$ cat config.mk
export PLATFORM = sky130hd
export DESIGN_NAME = lsb_stego_pixel_extractor
export DESIGN_NICKNAME = d
export VERILOG_FILES = /design/src/hw/rtl/lsp_pkg.sv /design/src/hw/rtl/lsb_stego_pixel_extractor.sv /design/src/hw/rtl/lsp_lane.sv /design/src/hw/rtl/lsp_merge.sv
export SDC_FILE = /design/constraint.sdc
export NUM_CORES = 1
export LEC_CHECK = 0
export ABC_AREA = 1
export BUFFER_PORTS_ARGS = -buffer_cell sky130_fd_sc_hd__buf_2
export CAP_MARGIN = 5
export CORE_UTILIZATION = 35
export DETAILED_ROUTE_END_ITERATION = 10
export MAX_ROUTING_LAYER = met4
export SKIP_CTS_REPAIR_TIMING = 1
export SLEW_MARGIN = 20
export SYNTH_ARGS = -nofsm -noshare
export SYNTH_HDL_FRONTEND = slang
export SYNTH_HIERARCHICAL = 1
export SYNTH_SLANG_ARGS = --single-unit
$ cat constraint.sdc
create_clock -name clock -period 7.9 [get_ports clock]
set_input_delay 1.58 -clock clock [delete_from_list [all_inputs] [get_ports clock]]
set_output_delay 1.58 -clock clock [all_outputs]
set_load 0.01 [all_outputs]
$ cat src/hw/rtl/lsp_pkg.sv
// ----------------------------------------------------------------------------
// lsp_pkg: shared types and constants for the LSB pixel extractor
// Channel lane result type, channel count and character limits.
// ----------------------------------------------------------------------------
package lsp_pkg;

   localparam int NUM_LANES   = 3;   // red, green, blue
   localparam int COMP_W      = 8;   // width of one pixel component
   localparam int MAX_BITS    = 7;   // most data bits a channel carries
   localparam int LEN_W       = 3;   // width of a per-channel bit count
   localparam int PRINT_FLOOR = 31;  // characters at or below this are dropped
   localparam int OUT_CHAR_W  = 7;   // width of an emitted character
   localparam int MAX_CANDS   = 5;   // candidate character slots checked per pixel
   localparam int MAX_RESULTS = 3;   // most characters one pixel may emit

   typedef logic [LEN_W-1:0] len_type;

   // What one channel lane hands to the merge stage
   typedef struct packed {
      logic [MAX_BITS-1:0] bits;  // data bits, right aligned, above len cleared
      len_type             len;   // number of data bits in this pixel
      len_type             sat;   // component saturated for a header pixel
   } lane_type;

endpackage

$ cat src/hw/rtl/lsb_stego_pixel_extractor.sv
// ----------------------------------------------------------------------------
// lsb_stego_pixel_extractor: recovers hidden characters from pixel LSBs
// Three channel lanes feed a merge stage; an output buffer sends characters.
// ----------------------------------------------------------------------------
// Latency: a character beat is offered the cycle after its pixel is accepted.
// Throughput: one pixel per cycle when it yields no character; otherwise a
//   pixel holds the input until the single-beat result channel has drained
//   the character buffer of the characters it emits (1 to 3).
// Reset: synchronous, active high; the next pixel is a header, per-channel bit
//   counts, accumulator and character buffer are cleared.
module lsb_stego_pixel_extractor
   import lsp_pkg::*;
#(
   parameter int CHAR_WIDTH = 7
)
(
   input  logic        clock,
   input  logic        reset,
   // input pixel beats
   input  logic        req_tvalid,
   output logic        req_tready,
   input  logic [23:0] req_tdata,   // red [7:0], green [15:8], blue [23:16]
   input  logic        req_tuser,   // frame_start [0]
   // character beats
   output logic        rsp_tvalid,
   input  logic        rsp_tready,
   output logic [7:0]  rsp_tdata,   // character [6:0], zero pad [7]
   output logic        rsp_tlast    // last character of this pixel
);

   localparam int ACC_W = CHAR_WIDTH - 1;
   localparam int CNT_W = $clog2(CHAR_WIDTH);
   localparam int SEL_W = $clog2(MAX_CANDS);

   // channel configuration from the header pixel
   logic                       hdr_ff,  hdr_in;
   len_type [NUM_LANES-1:0]    width_ff, width_in;
   // bit accumulator
   logic [ACC_W-1:0]           acc_ff,  acc_in;
   logic [CNT_W-1:0]           cnt_ff,  cnt_in;
   // character buffer: one slot per candidate, emitted lowest slot first
   logic [MAX_CANDS-1:0]       vld_ff,  vld_in;
   logic [MAX_CANDS-1:0][OUT_CHAR_W-1:0] chr_ff, chr_in;

   lane_type [NUM_LANES-1:0]                lane;
   logic [MAX_CANDS-1:0][CHAR_WIDTH-1:0]    cand;
   logic [MAX_CANDS-1:0]                    cand_ok;
   logic [MAX_CANDS-1:0]                    keep;
   logic [ACC_W-1:0]                        acc_nxt;
   logic [CNT_W-1:0]                        cnt_nxt;
   logic [SEL_W-1:0]                        sel;
   logic [MAX_CANDS-1:0]                    sel_onehot;
   logic                                    single;
   logic                                    req_fire;
   logic                                    rsp_fire;
   logic                                    is_header;
   int unsigned                             kept;

   // one lane per color channel, all working on the same pixel
   for (genvar g = 0; g < NUM_LANES; g++) begin : g_lane
      lsp_lane u_lane (
         .comp_i (req_tdata[g*COMP_W +: COMP_W]),
         .len_i  (width_ff[g]),
         .lane_o (lane[g])
      );
   end

   lsp_merge #(.CHAR_WIDTH(CHAR_WIDTH)) u_merge (
      .acc_i     (acc_ff),
      .cnt_i     (cnt_ff),
      .lane_i    (lane),
      .cand_o    (cand),
      .cand_ok_o (cand_ok),
      .acc_o     (acc_nxt),
      .cnt_o     (cnt_nxt)
   );

   // pick the oldest pending character; it is the last one if none follow it
   always_comb begin
      sel = '0;
      for (int k = MAX_CANDS - 1; k >= 0; k--) begin
         if (vld_ff[k]) begin
            sel = SEL_W'(k);
         end
      end
      sel_onehot = MAX_CANDS'(1) << sel;
      single     = (vld_ff & (vld_ff - MAX_CANDS'(1))) == '0;
   end

   assign rsp_tvalid = |vld_ff;
   assign rsp_tdata  = {1'b0, chr_ff[sel]};
   assign rsp_tlast  = single;
   assign rsp_fire   = rsp_tvalid && rsp_tready;

   // take a new pixel once the buffer drains, including the cycle its last
   // character leaves
   assign req_tready = !rsp_tvalid || (rsp_tready && single);
   assign req_fire   = req_tvalid && req_tready;
   assign is_header  = req_tuser || hdr_ff;

   always_comb begin
      // keep only the first few printable characters of a pixel
      kept = 0;
      for (int k = 0; k < MAX_CANDS; k++) begin
         keep[k]   = cand_ok[k] && (kept < MAX_RESULTS);
         kept      = kept + (cand_ok[k] ? 1 : 0);
         chr_in[k] = OUT_CHAR_W'(cand[k]);
      end

      hdr_in   = hdr_ff;
      width_in = width_ff;
      acc_in   = acc_ff;
      cnt_in   = cnt_ff;
      vld_in   = vld_ff;

      if (rsp_fire) begin
         vld_in = vld_ff & ~sel_onehot;
      end

      if (req_fire) begin
         if (is_header) begin
            // header: load bit counts, clear the accumulator, emit nothing
            hdr_in = 1'b0;
            for (int i = 0; i < NUM_LANES; i++) begin
               width_in[i] = lane[i].sat;
            end
            acc_in = '0;
            cnt_in = '0;
            vld_in = '0;
         end else begin
            acc_in = acc_nxt;
            cnt_in = cnt_nxt;
            vld_in = keep;
         end
      end
   end

   always_ff @(posedge clock) begin
      if (reset) begin
         hdr_ff   <= 1'b1;
         width_ff <= '0;
         acc_ff   <= '0;
         cnt_ff   <= '0;
         vld_ff   <= '0;
      end else begin
         hdr_ff   <= hdr_in;
         width_ff <= width_in;
         acc_ff   <= acc_in;
         cnt_ff   <= cnt_in;
         vld_ff   <= vld_in;
      end
   end

   // character payload: load only with a new pixel
   always_ff @(posedge clock) begin
      if (req_fire) begin
         chr_ff <= chr_in;
      end
   end

endmodule

$ cat src/hw/rtl/lsp_lane.sv
// ----------------------------------------------------------------------------
// lsp_lane: one color channel lane
// Masks the low data bits of a component and saturates header values.
// ----------------------------------------------------------------------------
module lsp_lane
   import lsp_pkg::*;
(
   input  logic [COMP_W-1:0] comp_i,
   input  len_type           len_i,
   output lane_type          lane_o
);

   logic [COMP_W-1:0] mask;

   always_comb begin
      mask         = (COMP_W'(1) << len_i) - COMP_W'(1);
      lane_o.bits  = MAX_BITS'(comp_i & mask);
      lane_o.len   = len_i;
      lane_o.sat   = (comp_i > COMP_W'(MAX_BITS)) ? LEN_W'(MAX_BITS) : comp_i[LEN_W-1:0];
   end

endmodule

$ cat src/hw/rtl/lsp_merge.sv
// ----------------------------------------------------------------------------
// lsp_merge: joins lane bits onto the accumulator and cuts characters
// Flags every completed character above the printable floor.
// ----------------------------------------------------------------------------
module lsp_merge
   import lsp_pkg::*;
#(
   parameter int CHAR_WIDTH = 7
)
(
   input  logic [CHAR_WIDTH-2:0]                  acc_i,
   input  logic [$clog2(CHAR_WIDTH)-1:0]          cnt_i,
   input  lane_type [NUM_LANES-1:0]               lane_i,
   output logic [MAX_CANDS-1:0][CHAR_WIDTH-1:0]   cand_o,
   output logic [MAX_CANDS-1:0]                   cand_ok_o,
   output logic [CHAR_WIDTH-2:0]                  acc_o,
   output logic [$clog2(CHAR_WIDTH)-1:0]          cnt_o
);

   localparam int ACC_W  = CHAR_WIDTH - 1;
   localparam int CNT_W  = $clog2(CHAR_WIDTH);
   localparam int PACK_W = ACC_W + NUM_LANES * MAX_BITS;
   localparam int TOT_W  = $clog2(PACK_W + 1);

   logic [PACK_W-1:0]    packed_bits;
   logic [TOT_W-1:0]     total;
   logic [TOT_W-1:0]     rem;
   logic [TOT_W-1:0]     shift;
   logic [MAX_CANDS-1:0] done;

   always_comb begin
      // oldest bits end up most significant
      packed_bits = PACK_W'(acc_i);
      total       = TOT_W'(cnt_i);
      for (int i = 0; i < NUM_LANES; i++) begin
         packed_bits = (packed_bits << lane_i[i].len) | PACK_W'(lane_i[i].bits);
         total       = total + TOT_W'(lane_i[i].len);
      end

      rem = total;
      for (int k = 0; k < MAX_CANDS; k++) begin
         done[k]      = int'(total) >= (k + 1) * CHAR_WIDTH;
         shift        = TOT_W'(int'(total) - (k + 1) * CHAR_WIDTH);
         cand_o[k]    = CHAR_WIDTH'(packed_bits >> shift);
         cand_ok_o[k] = done[k] && (int'(cand_o[k]) > PRINT_FLOOR);
         if (done[k]) begin
            rem = shift;
         end
      end

      acc_o = ACC_W'(packed_bits & ((PACK_W'(1) << rem) - PACK_W'(1)));
      cnt_o = CNT_W'(rem);
   end

endmodule

==> results by group, run 1 <==
Run status
  • Outcome: complete, no violations

Floorplan
  • DIE WIDTH: 166.8 µm
  • # IOs: 40
  • Rows: 59
  • Die area: 27,810 µm²
  • DIE HEIGHT: 166.8 µm
  • Core Region: 26,350 µm²
  • Initial core utilization: 0.3605

Timing
  • FMAX: 0.1543 GHz
  • Final Hold Fails: 0
  • Crit share post-route: 0.8202
  • WHS: 0.4601 ns
  • Setup violations, final: 0
  • RSZ-0062 raised after global routing: false
  • Slew @ Worst Pin: 0.9147 ns
  • Clock skew: 0.01488 ns
  • Final min period: 6.480 ns
  • Max-slew violations: 0
  • Fin Setup TNS: 0 ns
  • Worst slew margin: 0.3894

Worst setup path
  • Critical Path Sink Type: register
  • Worst reg-to-reg setup slack: 1.42 ns
  • Most frequent CP cell: ha_1
  • WS Path Type: register to register
  • CP cell instances: inv_1, fa_1, inv_1, ha_1, fa_1, buf_4, ha_1, inv_1, nor2_1, nand3_1, nand2_1, nor2_1, nand2_1, nand2_1, nor2_2, nor2_2, ha_1, ha_1, ha_1, a211oi_1, o21ai_0, a21oi_1
  • Crit path launch: width_ff[6]$_SDFFE_PP0P_
  • Crit path max-delay family: adder cells
  • Number of cells on the critical path: 22
  • CP arrival: 6.75 ns
  • CP peak stage delay: 0.92 ns
  • WP data required: 8.17 ns
  • Worst Reg2Reg Path Length in Cells: 22
  • CP Launch Type: register
  • Worst r2r dst: vld_ff[3]$_SDFFE_PP0P_
  • Reg-to-Reg Start: width_ff[6]$_SDFFE_PP0P_
  • Worst setup endpoint: vld_ff[3]$_SDFFE_PP0P_
  • Buf/Inv on CP: 4
  • Slowest library cell on the worst path: dfxtp_1
  • Max FO, Critical Path: 27

Clocking
  • Clock transition at path regs: 0.06 ns
  • Num CTS Buffers: 9
  • Worst-Skew Late Latency: 0.35 ns
  • H-tree Lvls: 3
  • Num Clock Sinks: 59
  • CTS root buf: clkbuf_16
  • CTS Buffer Depth: 2
  • CTS tree: built

GRT
  • Grt ovf: 0
  • Initial antenna violation count: 0
  • Vias in the first global route: 10,380
  • Global-route wire length before repair: 58,730 µm
  • Largest net degree at the start of global routing: 47
  • GRT Total Usage: 0.2773

Synth
  • Synth top area cells: nand3_1 22%, nand2_1 18%, edfxtp_1 11%
  • Yosys top cell area share: 0.2223
  • Post-synth EDFFs: 35
  • Cells after Synth: 1,632
  • Seq cells post-synth: 59
  • Synth warnings: 6
  • Async set-or-reset flop fraction in the synthesized netlist: 0
  • Sequential share of the synthesized area: 0.1612
  • Post-synth cell types: 59
  • Top_reg_cell synth: edfxtp_1
  • Net Count, Synth: 1,691
  • Syn Std Cell Area: 9500 µm²
  • Mean Syn Cell Area: 5.821 µm²
  • Yosys top cell by area: nand3_1

Hold path
  • Worst hold path class: register to register

Routing
  • Highest Signal Layer: met4
  • Detailed Route WL: 37,030 µm
  • Vias: 11,180
  • Drt pass-1 iters: 8
  • Vias/cell: 5.735
  • Routed wl met2: 16,820 µm
  • Drt initial violations: 1,132
  • DRC Markers: 0
  • Met1 wire length: 16,460 µm
  • ANT nets after route: 0
  • WL/cell: 19.00 µm
  • DR WL met3: 2597 µm

Place
  • Dpl hpwl: 29,210 µm
  • DP Cell Count: 1,933
  • GP Congestion: 1.004
  • Port Buffers: 38

Layout
  • Final instance count without filler cells: 1,949
  • Final net count: 1,668
  • Layout cells sized above 1: 0.1152
  • Final Util: 0.3823
  • Antenna Cells: 0
  • Area delta synth->final: 6.045%

Flow run
  • Max-cap violations: 0
## placed cells by master (no fill, tap or decap), types with 3 or more instances in the layout
cell	netlist	layout
clkinv_1	5	6
xnor2_1	5	5
nor2_1	104	104
or2_1	3	3
a21o_1	4	4
edfxtp_1	35	35
o21ai_0	63	63
buf_4	15	18
inv_2	10	10
nand2_1	468	468
buf_2	45	38
a21oi_2	4	4
nand3_2	40	40
nand4_1	19	19
nand3_1	422	422
clkinv_2	0	3
a21oi_1	65	64
inv_1	104	104
o21ai_1	14	14
o211ai_1	28	28
xor2_1	6	5
clkbuf_16	0	9
nand2_2	25	25
nor2_4	5	5
nand2_4	3	3
fa_1	7	7
o21ai_2	5	5
nor2_2	8	8
a31oi_1	8	8
ha_1	23	23
dfxtp_1	24	24
nor3_1	3	3
## layout make-up
class                           instances  area [µm²]
Multi-Input combinational cell       1363        7061
Sequential cell                        59        1531
Clock buffer                           10       229.0
Inverter                              120       452.9
Timing Repair Buffer                   56       325.3
Clock inverter                          6       56.30
Tap cell                              335       419.2
Fill cell                            2922       16280
## synthesized netlist by cell type, types with 10 or more instances
| master | n |
|---|---|
| o21ai_0 | 63 |
| a21oi_1 | 65 |
| o211ai_1 | 28 |
| nand4_1 | 19 |
| inv_2 | 10 |
| inv_1 | 104 |
| buf_4 | 15 |
| nand2_1 | 468 |
| nor2_1 | 104 |
| ha_1 | 23 |
| o21ai_1 | 14 |
| buf_2 | 45 |
| nand2_2 | 25 |
| edfxtp_1 | 35 |
| nand3_2 | 40 |
| nand3_1 | 422 |
| dfxtp_1 | 24 |
| clkbuf_1 | 21 |
## worst register-to-register path: stages (launching register included)
cell and delay [ns]:
dfxtp_1 0.92, inv_1 0.60, fa_1 0.56, inv_1 0.07, ha_1 0.21, fa_1 0.43
buf_4 0.25, ha_1 0.72, inv_1 0.41, nor2_1 0.52, nand3_1 0.14, nand2_1 0.08
nor2_1 0.04, nand2_1 0.06, nand2_1 0.08, nor2_2 0.13, nor2_2 0.06, ha_1 0.30
ha_1 0.23, ha_1 0.19, a211oi_1 0.19, o21ai_0 0.11, a21oi_1 0.13
## registers in the layout, summed over array words and instances, names as in the netlist
name and flops:
width_ff 9, acc_ff 6, vld_ff 5, chr_ff 35, cnt_ff 3, hdr_ff 1
## per-stage QoR
step | instance area, µm² | setup WS [ns]
6_report | 10070 | 1.420
5_1_grt | 10070 | 0.9120
4_1_cts | 10070 | 1.475
3_5_place_dp | 9789 | 1.466
3_3_place_gp | 9789 | 1.639
2_1_floorplan | 9500 | 2.775
## metal layers
layer,up-vias,GRT usage
met5,-,-
met2,498,0.4403
met4,0,0.09018
met3,65,0.03683
li1,5476,-
met1,5139,0.3627
## kinds of logic after synthesis
family | after synthesis | share of synthesized area
other cells | 2 | 0.0007905
simple gates | 1112 | 0.5537
flops | 59 | 0.1612
fa+ha+maj | 30 | 0.04504
compound gates | 207 | 0.1299
xor+xnor | 12 | 0.01185
buf+inv | 210 | 0.09759
## how the worst min path moves through the flow
stage	start	end	slack, ns	cells after the start
floorplan	hdr_ff$_SDFFE_PP1P_	hdr_ff$_SDFFE_PP1P_	0.44	2
global placement	hdr_ff$_SDFFE_PP1P_	hdr_ff$_SDFFE_PP1P_	0.45	2
detailed placement	hdr_ff$_SDFFE_PP1P_	hdr_ff$_SDFFE_PP1P_	0.45	2
CTS	hdr_ff$_SDFFE_PP1P_	hdr_ff$_SDFFE_PP1P_	0.46	2
global route	hdr_ff$_SDFFE_PP1P_	hdr_ff$_SDFFE_PP1P_	0.49	2
finish	hdr_ff$_SDFFE_PP1P_	hdr_ff$_SDFFE_PP1P_	0.46	2
Power of run 1 is left out: the tool's default activity adds up to more than one toggle a clock period on the data nets, which glitch-free logic cannot reach.
==> inputs of run 2 (changes only) <==
clock period = 6.8 ns   (was 7.9 ns; I/O delays follow)
==> results by group, run 2 (synthesis results as in run 1) <==
Run status
  • Outcome: complete, no violations

Worst setup path
  • CP cell instances: ha_1, fa_1, fa_1, ha_1, fa_1, buf_4, ha_1, nand2_1, xnor2_1, inv_2, nor2_1, inv_1, a21oi_1, o21ai_1, nand2_1, nor2_2, nor2_2, ha_1, ha_1, ha_1, a211oi_1, o21ai_0, a21oi_1
  • WP data required: 7.07 ns (-1.10 ns)
  • Worst r2r dst: vld_ff[3]$_SDFFE_PP0P_
  • Max FO, Critical Path: 26 (-3.7%)
  • CP peak stage delay: 0.54 ns (-0.38 ns)
  • Buf/Inv on CP: 3 (-1)
  • Worst Reg2Reg Path Length in Cells: 23 (+4.5%)
  • CP Launch Type: register
  • Reg-to-Reg Start: width_ff[0]$_SDFFE_PP0P_
  • Slowest library cell on the worst path: dfxtp_1
  • CP arrival: 6.04 ns (-0.71 ns)
  • Critical Path Sink Type: register
  • Worst reg-to-reg setup slack: 1.04 ns (-0.38 ns)
  • Most frequent CP cell: ha_1
  • Crit path max-delay family: adder cells
  • WS Path Type: register to register

Timing
  • Worst slew margin: 0.3844 (-0.004991)
  • Crit share post-route: 0.8473 (+0.02714)
  • Fin Setup TNS: 0 ns (unchanged)
  • Clock skew: 0.01378 ns (-0.001096 ns)
  • Max-slew violations: 0 (unchanged)
  • RSZ-0062 raised after global routing: false
  • Setup violations, final: 0 (unchanged)
  • Slew @ Worst Pin: 0.9169 ns (+0.002149 ns)
  • Final min period: 5.762 ns (-0.7177 ns)
  • FMAX: 0.1736 GHz (+12%)
  • Final Hold Fails: 0 (unchanged)

Place
  • Dpl hpwl: 30,950 µm (+6.0%)
  • DP Cell Count: 1,945 (+0.62%)
  • Port Buffers: 38 (unchanged)
  • GP Congestion: 1.048 (+4.4%)

Floorplan
  • Rows: 59 (unchanged)
  • DIE HEIGHT: 166.8 µm (unchanged)
  • Initial core utilization: 0.3605 (unchanged)
  • Die area: 27,810 µm² (unchanged)
  • DIE WIDTH: 166.8 µm (unchanged)
  • Core Region: 26,350 µm² (unchanged)
  • # IOs: 40 (unchanged)

Layout
  • Registers with the most flip-flops: chr_ff x35, width_ff x9, acc_ff x6
  • Commonest non-fill, non-tap cell in the layout: nand2_1
  • Final Util: 0.3853 (+0.003038)
  • Final instance count without filler cells: 1,961 (+0.62%)
  • Largest register FFs: 35 (unchanged)
  • Most frequent cells in the layout: 468 x nand2_1, 422 x nand3_1, 104 x inv_1, 104 x nor2_1, 64 x a21oi_1
  • Largest register by flop count: chr_ff
  • Layout cells sized above 1: 0.1218 (+0.006530)
  • Area delta synth->final: 6.888%
  • Final net count: 1,680 (+0.72%)
  • Antenna Cells: 0 (unchanged)

Routing
  • Vias/cell: 5.763 (+0.48%)
  • Drt pass-1 iters: 6 (-2)
  • Vias: 11,300 (+1.1%)
  • ANT nets after route: 0 (unchanged)
  • WL/cell: 19.63 µm (+3.3%)
  • DRC Markers: 0 (unchanged)
  • Drt initial violations: 1,198 (+5.8%)
  • Detailed Route WL: 38,500 µm (+4.0%)

Clocking
  • CTS tree: built
  • Num CTS Buffers: 9 (unchanged)
  • CTS root buf: clkbuf_16
  • H-tree Lvls: 3 (unchanged)
  • Worst-Skew Late Latency: 0.34 ns (about the same)
  • Clock transition at path regs: 0.06 ns (about the same)
  • CTS Buffer Depth: 2 (unchanged)
  • Num Clock Sinks: 59 (unchanged)

GRT
  • GRT Total Usage: 0.2873 (+0.009970)
  • Vias in the first global route: 10,500 (+1.1%)
  • Initial antenna violation count: 0 (unchanged)
  • Grt ovf: 0 (unchanged)
  • Largest net degree at the start of global routing: 39 (-17%)
  • Global-route wire length before repair: 60,320 µm (+2.7%)

Hold path
  • Min-delay src: hdr_ff$_SDFFE_PP1P_
  • Worst hold path class: register to register
  • Hold-critical path depth: 2 (unchanged)
  • Worst hold endpoint: hdr_ff$_SDFFE_PP1P_

Flow run
  • Max-cap violations: 0 (unchanged)
-- run 2: cell types whose count changed in the layout (fill, tap and decap cells not counted) --
| cell | previous run | this run |
|---|---|---|
| buf_4 | 18 | 30 |
| bufinv_16 | 1 | 0 |
| clkbuf_1 | 1 | 2 |
| clkbuf_8 | 0 | 2 |
| clkinv_1 | 6 | 5 |
| clkinvlp_4 | 1 | 0 |
-- run 2: metal layers --
layer  track usage  vias up  routed length [µm]
met1        0.3812     5269               17150
met2        0.4439      456               17320
met3       0.03779       62                2656
met5             -        -                   0
met4        0.1059        0                1365
li1              -     5514                   -
-- run 2: worst min-delay path, cell delays in order (launching register included) --
cell     delay (ns)
dfxtp_1        0.31
nand2_1        0.06
nand2_1        0.04
-- run 2: worst max path at each step --
stage                             startpoint  slack (ns)  cells past startpoint                     end
finish              width_ff[0]$_SDFFE_PP0P_        1.04                     23  vld_ff[3]$_SDFFE_PP0P_
global route        width_ff[0]$_SDFFE_PP0P_        0.54                     23  vld_ff[3]$_SDFFE_PP0P_
CTS                 width_ff[0]$_SDFFE_PP0P_        1.11                     23  vld_ff[3]$_SDFFE_PP0P_
detailed placement  width_ff[0]$_SDFFE_PP0P_        1.14                     23  vld_ff[3]$_SDFFE_PP0P_
global placement    width_ff[0]$_SDFFE_PP0P_        1.24                     23  vld_ff[3]$_SDFFE_PP0P_
floorplan           width_ff[0]$_SDFFE_PP0P_        1.67                     24  vld_ff[3]$_SDFFE_PP0P_
-- run 2: area by class of cell --
| class | instances | area [µm²] |
|---|---|---|
| Fill cell | 2993 | 16200 |
| Multi-Input combinational cell | 1363 | 7061 |
| Clock buffer | 13 | 260.3 |
| Tap cell | 335 | 419.2 |
| Sequential cell | 59 | 1531 |
| Clock inverter | 3 | 15.01 |
| Inverter | 120 | 452.9 |
| Timing Repair Buffer | 68 | 415.4 |
-- run 2: per-stage QoR --
| stage | hold slack, ns | instance area, µm² | setup WS, ns |
|---|---|---|---|
| floorplan | 0.4369 | 9500 | 1.675 |
| global placement | 0.4470 | 9879 | 1.242 |
| detailed placement | 0.4514 | 9879 | 1.140 |
| CTS | 0.4613 | 10150 | 1.114 |
| global route | 0.5038 | 10150 | 0.5377 |
| finish | 0.4606 | 10150 | 1.038 |
Power of run 2 is left out for the same reason.
